[src/rtl/udec_pkg.sv]
// shared types and constants of the binary to decimal ascii converter
package udec_pkg;

	localparam int VALUE_BITS = 64;
	localparam int IN_BITS    = 64;
	localparam int NUM_DIGITS = (VALUE_BITS * 30103) / 100000 + 1;
	localparam int BCD_BITS   = NUM_DIGITS * 4;
	localparam int CNT_BITS   = $clog2(VALUE_BITS);
	localparam int DIG_BITS   = $clog2(NUM_DIGITS + 1);
	localparam int CHAR_BITS  = 6;

	localparam logic [CHAR_BITS-1:0] CHAR_ZERO = 6'd48;

	typedef enum logic [1:0] {
		ST_IDLE,
		ST_CONV,
		ST_SKIP,
		ST_EMIT
	} udec_state_t;

	typedef struct packed {
		logic load;
		logic conv;
		logic skip;
		logic emit;
	} udec_cmd_t;

	typedef struct packed {
		logic conv_done;
		logic top_zero;
		logic last_digit;
	} udec_status_t;

endpackage

[src/rtl/udec_ctrl.sv]
// controller state machine of the binary to decimal ascii converter
module udec_ctrl (
	input  logic                  clk,
	input  logic                  arst_n,
	input  logic                  start,
	input  udec_pkg::udec_status_t status,
	output udec_pkg::udec_cmd_t    cmd,
	output logic                  busy
);
	import udec_pkg::*;

	udec_state_t state_q;
	udec_state_t state_next;

	always_ff @(posedge clk or negedge arst_n) begin
		if (!arst_n) begin
			state_q <= ST_IDLE;
		end else begin
			state_q <= state_next;
		end
	end

	// next state
	always_comb begin
		state_next = state_q;
		unique case (state_q)
			ST_IDLE: begin
				if (start) state_next = ST_CONV;
			end
			ST_CONV: begin
				if (status.conv_done) state_next = ST_SKIP;
			end
			ST_SKIP: begin
				if (!status.top_zero || status.last_digit) state_next = ST_EMIT;
			end
			ST_EMIT: begin
				if (status.last_digit) state_next = ST_IDLE;
			end
			default: state_next = ST_IDLE;
		endcase
	end

	// outputs
	always_comb begin
		cmd  = '0;
		busy = 1'b1;
		unique case (state_q)
			ST_IDLE: begin
				busy     = 1'b0;
				cmd.load = start;
			end
			ST_CONV: begin
				cmd.conv = 1'b1;
			end
			ST_SKIP: begin
				cmd.skip = status.top_zero && !status.last_digit;
			end
			ST_EMIT: begin
				cmd.emit = 1'b1;
			end
			default: begin
				busy = 1'b1;
			end
		endcase
	end

endmodule

[src/rtl/udec_dp.sv]
// datapath: bit-serial double dabble and digit output registers
module udec_dp (
	input  logic                           clk,
	input  logic                           arst_n,
	input  logic [udec_pkg::IN_BITS-1:0]   value,
	input  udec_pkg::udec_cmd_t            cmd,
	output udec_pkg::udec_status_t         status,
	output logic                           strobe,
	output logic [udec_pkg::CHAR_BITS-1:0] digit_char,
	output logic                           last
);
	import udec_pkg::*;

	logic [VALUE_BITS-1:0] bin_q;
	logic [BCD_BITS-1:0]   bcd_q;
	logic [BCD_BITS-1:0]   bcd_adj;
	logic [CNT_BITS-1:0]   cnt_q;
	logic [DIG_BITS-1:0]   dig_q;
	logic [3:0]            top_nib;
	logic                  strobe_q;
	logic [CHAR_BITS-1:0]  digit_q;
	logic                  last_q;

	// add three to every digit of five or more
	always_comb begin
		for (int i = 0; i < NUM_DIGITS; i++) begin
			if (bcd_q[i*4 +: 4] >= 4'd5) begin
				bcd_adj[i*4 +: 4] = bcd_q[i*4 +: 4] + 4'd3;
			end else begin
				bcd_adj[i*4 +: 4] = bcd_q[i*4 +: 4];
			end
		end
	end

	assign top_nib           = bcd_q[BCD_BITS-1 -: 4];
	assign status.conv_done  = (cnt_q == CNT_BITS'(VALUE_BITS - 1));
	assign status.top_zero   = (top_nib == 4'd0);
	assign status.last_digit = (dig_q == DIG_BITS'(1));

	always_ff @(posedge clk or negedge arst_n) begin
		if (!arst_n) begin
			cnt_q    <= '0;
			dig_q    <= '0;
			strobe_q <= 1'b0;
		end else begin
			strobe_q <= cmd.emit;
			if (cmd.load) begin
				cnt_q <= '0;
				dig_q <= DIG_BITS'(NUM_DIGITS);
			end else if (cmd.conv) begin
				cnt_q <= cnt_q + CNT_BITS'(1);
			end else if (cmd.skip || cmd.emit) begin
				dig_q <= dig_q - DIG_BITS'(1);
			end
		end
	end

	always_ff @(posedge clk) begin
		if (cmd.load) begin
			bin_q <= value[VALUE_BITS-1:0];
			bcd_q <= '0;
		end else if (cmd.conv) begin
			bin_q <= {bin_q[VALUE_BITS-2:0], 1'b0};
			bcd_q <= {bcd_adj[BCD_BITS-2:0], bin_q[VALUE_BITS-1]};
		end else if (cmd.skip || cmd.emit) begin
			bcd_q <= {bcd_q[BCD_BITS-5:0], 4'd0};
		end
		if (cmd.emit) begin
			digit_q <= CHAR_ZERO + {{(CHAR_BITS-4){1'b0}}, top_nib};
			last_q  <= status.last_digit;
		end
	end

	assign strobe     = strobe_q;
	assign digit_char = digit_q;
	assign last       = last_q;

endmodule

[src/rtl/unsigned_to_decimal_ascii.sv]
// top level of the binary to decimal ascii converter
//
// input: drive value and pulse start; the item is taken on a clock edge with
// start high and busy low. busy stays high until the final digit is out.
// output: the item result as ascii digits, most significant first, no leading
// zeros, a zero value giving the single digit '0'. each digit sits on
// digit_char for one cycle with strobe high; last marks the final digit.
// the receiver cannot stall, so every strobe must be taken as it comes.
// timing: bit-serial double dabble over VALUE_BITS input bits (one input bit per
// cycle through the bcd shift register), then each leading zero digit is
// skipped (up to NUM_DIGITS-1 of them) and the first digit is reached, then the
// digits are emitted one by one. each digit passes through an output register
// before it shows on digit_char. a new start is taken only while busy is low,
// so a new item is not accepted until the last digit of the previous one has
// been emitted.
// reset: arst_n clears the controller to idle and drops strobe at once.
module unsigned_to_decimal_ascii (
	input  logic                           clk,
	input  logic                           arst_n,
	input  logic                           start,
	output logic                           busy,
	input  logic [udec_pkg::IN_BITS-1:0]   value,
	output logic                           strobe,
	output logic [udec_pkg::CHAR_BITS-1:0] digit_char,
	output logic                           last
);
	import udec_pkg::*;

	udec_cmd_t    cmd;
	udec_status_t status;

	udec_ctrl u_ctrl (
		.clk    (clk),
		.arst_n (arst_n),
		.start  (start),
		.status (status),
		.cmd    (cmd),
		.busy   (busy)
	);

	udec_dp u_dp (
		.clk        (clk),
		.arst_n     (arst_n),
		.value      (value),
		.cmd        (cmd),
		.status     (status),
		.strobe     (strobe),
		.digit_char (digit_char),
		.last       (last)
	);

	// accepted item starts work
	a_start_busy: assert property (@(posedge clk) disable iff (!arst_n)
		start && !busy |=> busy)
		else $error("busy did not rise after an accepted item");

	// no digit strobe while converting has just begun
	a_rise_quiet: assert property (@(posedge clk) disable iff (!arst_n)
		$rose(busy) |-> !strobe)
		else $error("digit strobed at start of a new item");

	// a digit other than the final one only comes while busy
	a_mid_busy: assert property (@(posedge clk) disable iff (!arst_n)
		strobe && !last |-> busy)
		else $error("non-final digit while idle");

	// the final digit ends the burst
	a_last_end: assert property (@(posedge clk) disable iff (!arst_n)
		strobe && last |=> !strobe)
		else $error("digit after final digit");

	// digits are decimal
	a_digit_range: assert property (@(posedge clk) disable iff (!arst_n)
		strobe |-> (digit_char >= CHAR_ZERO) && (digit_char <= CHAR_ZERO + 6'd9))
		else $error("digit out of decimal range");

endmodule
[config.mk]
export PLATFORM = sky130hd
export DESIGN_NAME = unsigned_to_decimal_ascii
export DESIGN_NICKNAME = d
export VERILOG_FILES = /design/src/rtl/udec_pkg.sv /design/src/rtl/udec_ctrl.sv /design/src/rtl/udec_dp.sv /design/src/rtl/unsigned_to_decimal_ascii.sv
export SDC_FILE = /design/constraint.sdc
export NUM_CORES = 1
export LEC_CHECK = 0
export BUFFER_PORTS_ARGS = -buffer_cell sky130_fd_sc_hd__buf_2
export CAP_MARGIN = 20
export CORE_MARGIN = 1
export CORE_UTILIZATION = 52
export DETAILED_ROUTE_END_ITERATION = 10
export PLACE_DENSITY = 0.71
export SYNTH_ARGS = -nofsm -noshare
export SYNTH_HDL_FRONTEND = slang
export SYNTH_SLANG_ARGS = --single-unit
[constraint.sdc]
create_clock -name clk -period 4.51 [get_ports clk]
set_clock_uncertainty 0.1 [all_clocks]
set_input_delay 1.1275 -clock clk [delete_from_list [all_inputs] [get_ports clk]]
set_output_delay 1.1275 -clock clk [all_outputs]
set_load 0.05 [all_outputs]
==> impl_metrics.ini <==
[status]
status = finished clean

[floorplan]
start_util_pct = 53.33
io_pins = 76
core-area_sq_mm = 0.01730
core.rowCount = 48
die_x_um = 135.2
die_y_um = 135.2
die_area_sq_mm = 0.01828

[cts]
cts_setup_buffers = 0
clk_pin_slew_ns = 0.06
postCtsHoldBufs = 0
cts_tree = built
cts-resized-gates = 0
cts_buffers = 17
clk_latency_ns = 0.42
cts.sinks = 163
cts_buffer_depth = 2
htree_levels = 4
cts-root-buf = clkbuf_16

[timing]
hold_viol = 0
report.final.slew_viol_count = 0
setup_viol = 0
max_slew_margin_pct = 34.47
tightest_slew_ns = 0.9816
fin_crit_sh_pct = 67.64
max_freq_mhz = 327.8
period_needed_ns = 3.051
setup_tns_ns = 0
grt_setup_unrepaired = false

[synth]
synth-compound-area-share_pct = 12.78
synth_top_family_by_area = simple AND/OR/NAND/NOR gates
ys_warn_count = 0
yosysTopAreaCell = edfxtp_1
synthAdderAreaFrac_pct = 6.646
syn_avg_cell_area_sq_um = 9.161
synth_top_cell_area_share_pct = 22.46
synth_most_common_cell = nand2_1
synth_seq_cells = 163
synth-simple-area-share_pct = 21.90
synth_mux_area_share_pct = 7.663
syn_area_sq_mm = 0.009225
synth_common_cells = nand2_1 (258), dfxtp_1 (80), edfxtp_1 (69)
synth_area_leaders = edfxtp_1 (22%), dfxtp_1 (17%), nand2_1 (10%)
ys.flop_type = dfxtp_1
yosysSeqAreaShare_pct = 43.62
synth_edf_count = 69
synth-xor-area-share_pct = 2.279
synthCells = 1007
ys_types = 49
synthArstFlopShare_pct = 8.589

[grt]
grt_pass1_wl_um = 30330
overflow = 0
grt_max_degree = 85
grt_pass1_vias = 6572
track_usage_pct = 20.48
antenna_found_initial = 0

[flow_run]
cap_violations = 0

[worst_hold_path]
hold_path_depth = 0
holdCritPathClass = reg2reg
holdCritStartpoint = u_dp.bcd_q[77]$_SDFFE_PN0P_
hold_end = u_dp.digit_char[1]$_DFFE_PP_

[critical_path]
critical_path.max_stage_delay_ns = 0.78
arrival_ns = 3.22
r2r_setup_slack_ns = 1.46
crit_family = compound AO/OA/AOI/OAI gates
critPathKind = reg2reg
rr_worst_depth = 7
path_max_fanout = 28
end_kind = register
slowest_stage = a21oi_4
start_kind = register
timing.rr.end = u_dp.bcd_q[23]$_SDFFE_PN0P_
crit_required_ns = 4.68
worst-path-buf-inv = 2
path_cells = inv_1 -> ha_1 -> or4b_1 -> a21oi_4 -> buf_4 -> mux2i_1 -> a211oi_1
r2r-start = u_dp.dig_q[1]$_DFFE_PN0P_

[drt]
routedWlPerCell_um = 13.92
drt_iter0_markers = 403
postRouteWirelength_um = 17930
drc = 0
routed_via_density = 5.481
dr.pass1.iters = 5
num_vias = 7059
ant_nets = 0

[power_and_ir_drop]
ir_drop_mv = 0.4122
power-per-cell-area_mw_per_mm2 = 875.6
p_total_mw = 8.989
p_leak_nw = 4.410

[finish]
final.fill_count = 1530
post_route_cells_drive_above_1_share_pct = 17.03
area_delta_synth_final_pct = 11.28
utilization_pct = 59.35
ff_latch_area_sq_mm = 0.004024
nNetsFinal = 1166
antenna_cells = 0
multiInputGateArea_sq_mm = 0.004756

[placed_design]
portBuffers = 73
gp_congestion = 0.7713
dp_hpwl_um = 11760
-- flip-flops by register name (all words and copies together) (netlist names) --
register	count
u_ctrl.state_q	2
u_dp.strobe	1
u_dp.digit_char	4
u_dp.last	1
u_dp.cnt_q	6
u_dp.dig_q	5
u_dp.bcd_q	80
u_dp.bin_q	64
-- worst max-delay path by stage --
stage,start,end,cells past startpoint
after detailed placement,start,u_dp.bin_q[58]$_DFFE_PP_,4
after global placement,start,u_dp.bin_q[24]$_DFFE_PP_,4
after CTS,u_dp.dig_q[1]$_DFFE_PN0P_,u_dp.bcd_q[23]$_SDFFE_PN0P_,7
after floorplan,start,u_dp.bin_q[0]$_SDFFCE_PP0P_,2
final,u_dp.dig_q[1]$_DFFE_PN0P_,u_dp.bcd_q[23]$_SDFFE_PN0P_,7
after global routing,u_dp.dig_q[1]$_DFFE_PN0P_,u_dp.bcd_q[23]$_SDFFE_PN0P_,7
-- final cells by class --
cell class,instances,area share [%]
multi-input cells,733,46.33
well taps,225,2.742
flip-flops and latches,163,39.20
clock inverters,15,1.292
inverters,49,1.792
repair buffers,86,4.509
clock buffers,17,4.144
-- worst register-to-register path: cells and delay by family (launching register included) --
| family | cells | cell delay (ns) |
|---|---|---|
| adders and majority gates | 1 | 0.14 |
| DFF | 1 | 0.40 |
| buffers and inverters | 2 | 0.54 |
| muxes | 1 | 0.27 |
| and+or+nand+nor | 1 | 0.57 |
| AOI/OAI and AO/OA | 2 | 0.88 |
-- power breakdown --
part           leakage, nW  internal, mW  switching [mW]  total, mW
logic                 2.63          1.97            2.54       4.50
registers             1.51          2.54           0.570       3.11
clock network        0.271         0.764           0.609       1.37
-- stage by stage --
| stage | hold WS, ns | instance area, sq um | setup WS, ns | std cells |
|---|---|---|---|---|
| 4_1_cts | 0.3622 | 10270 | 1.468 | 1288 |
| 2_1_floorplan | 0.3308 | 9229 | 1.459 | 1008 |
| 5_1_grt | 0.3868 | 10270 | 1.288 | 1288 |
| 3_5_place_dp | 0.3464 | 9708 | 1.492 | 1256 |
| 3_3_place_gp | 0.3460 | 9708 | 1.510 | 1256 |
| 6_report | 0.3629 | 10270 | 1.459 | 1288 |
-- kinds of logic after synthesis --
logic type | Yosys count
other | 1
buffers and inverters | 112
AOI/OAI and AO/OA | 158
and+or+nand+nor | 439
adders and majority gates | 49
xor gates and xnor gates | 24
DFF | 163
muxes | 61
-- metal layers --
metal / GRT usage (%) / up-vias / wire length [um]
li1: - / 3634 / -
met1: 27.10 / 3275 / 8662
met2: 33.68 / 133 / 8343
met3: 4.040 / 17 / 723
met4: 6.492 / 0 / 200
met5: 0 / - / 0
-- cell usage in the layout, fill, tap and decap left out, types with 33 or more instances in the layout --
cell type  instances
mux2i_1           38
edfxtp_1          69
dfxtp_1           80
nor3_1            37
inv_1             47
nor2_1            33
nand2_1          257
a211oi_1          39
ha_1              48
buf_2             73
No activity file was read; power rests on OpenSTA's default activity.
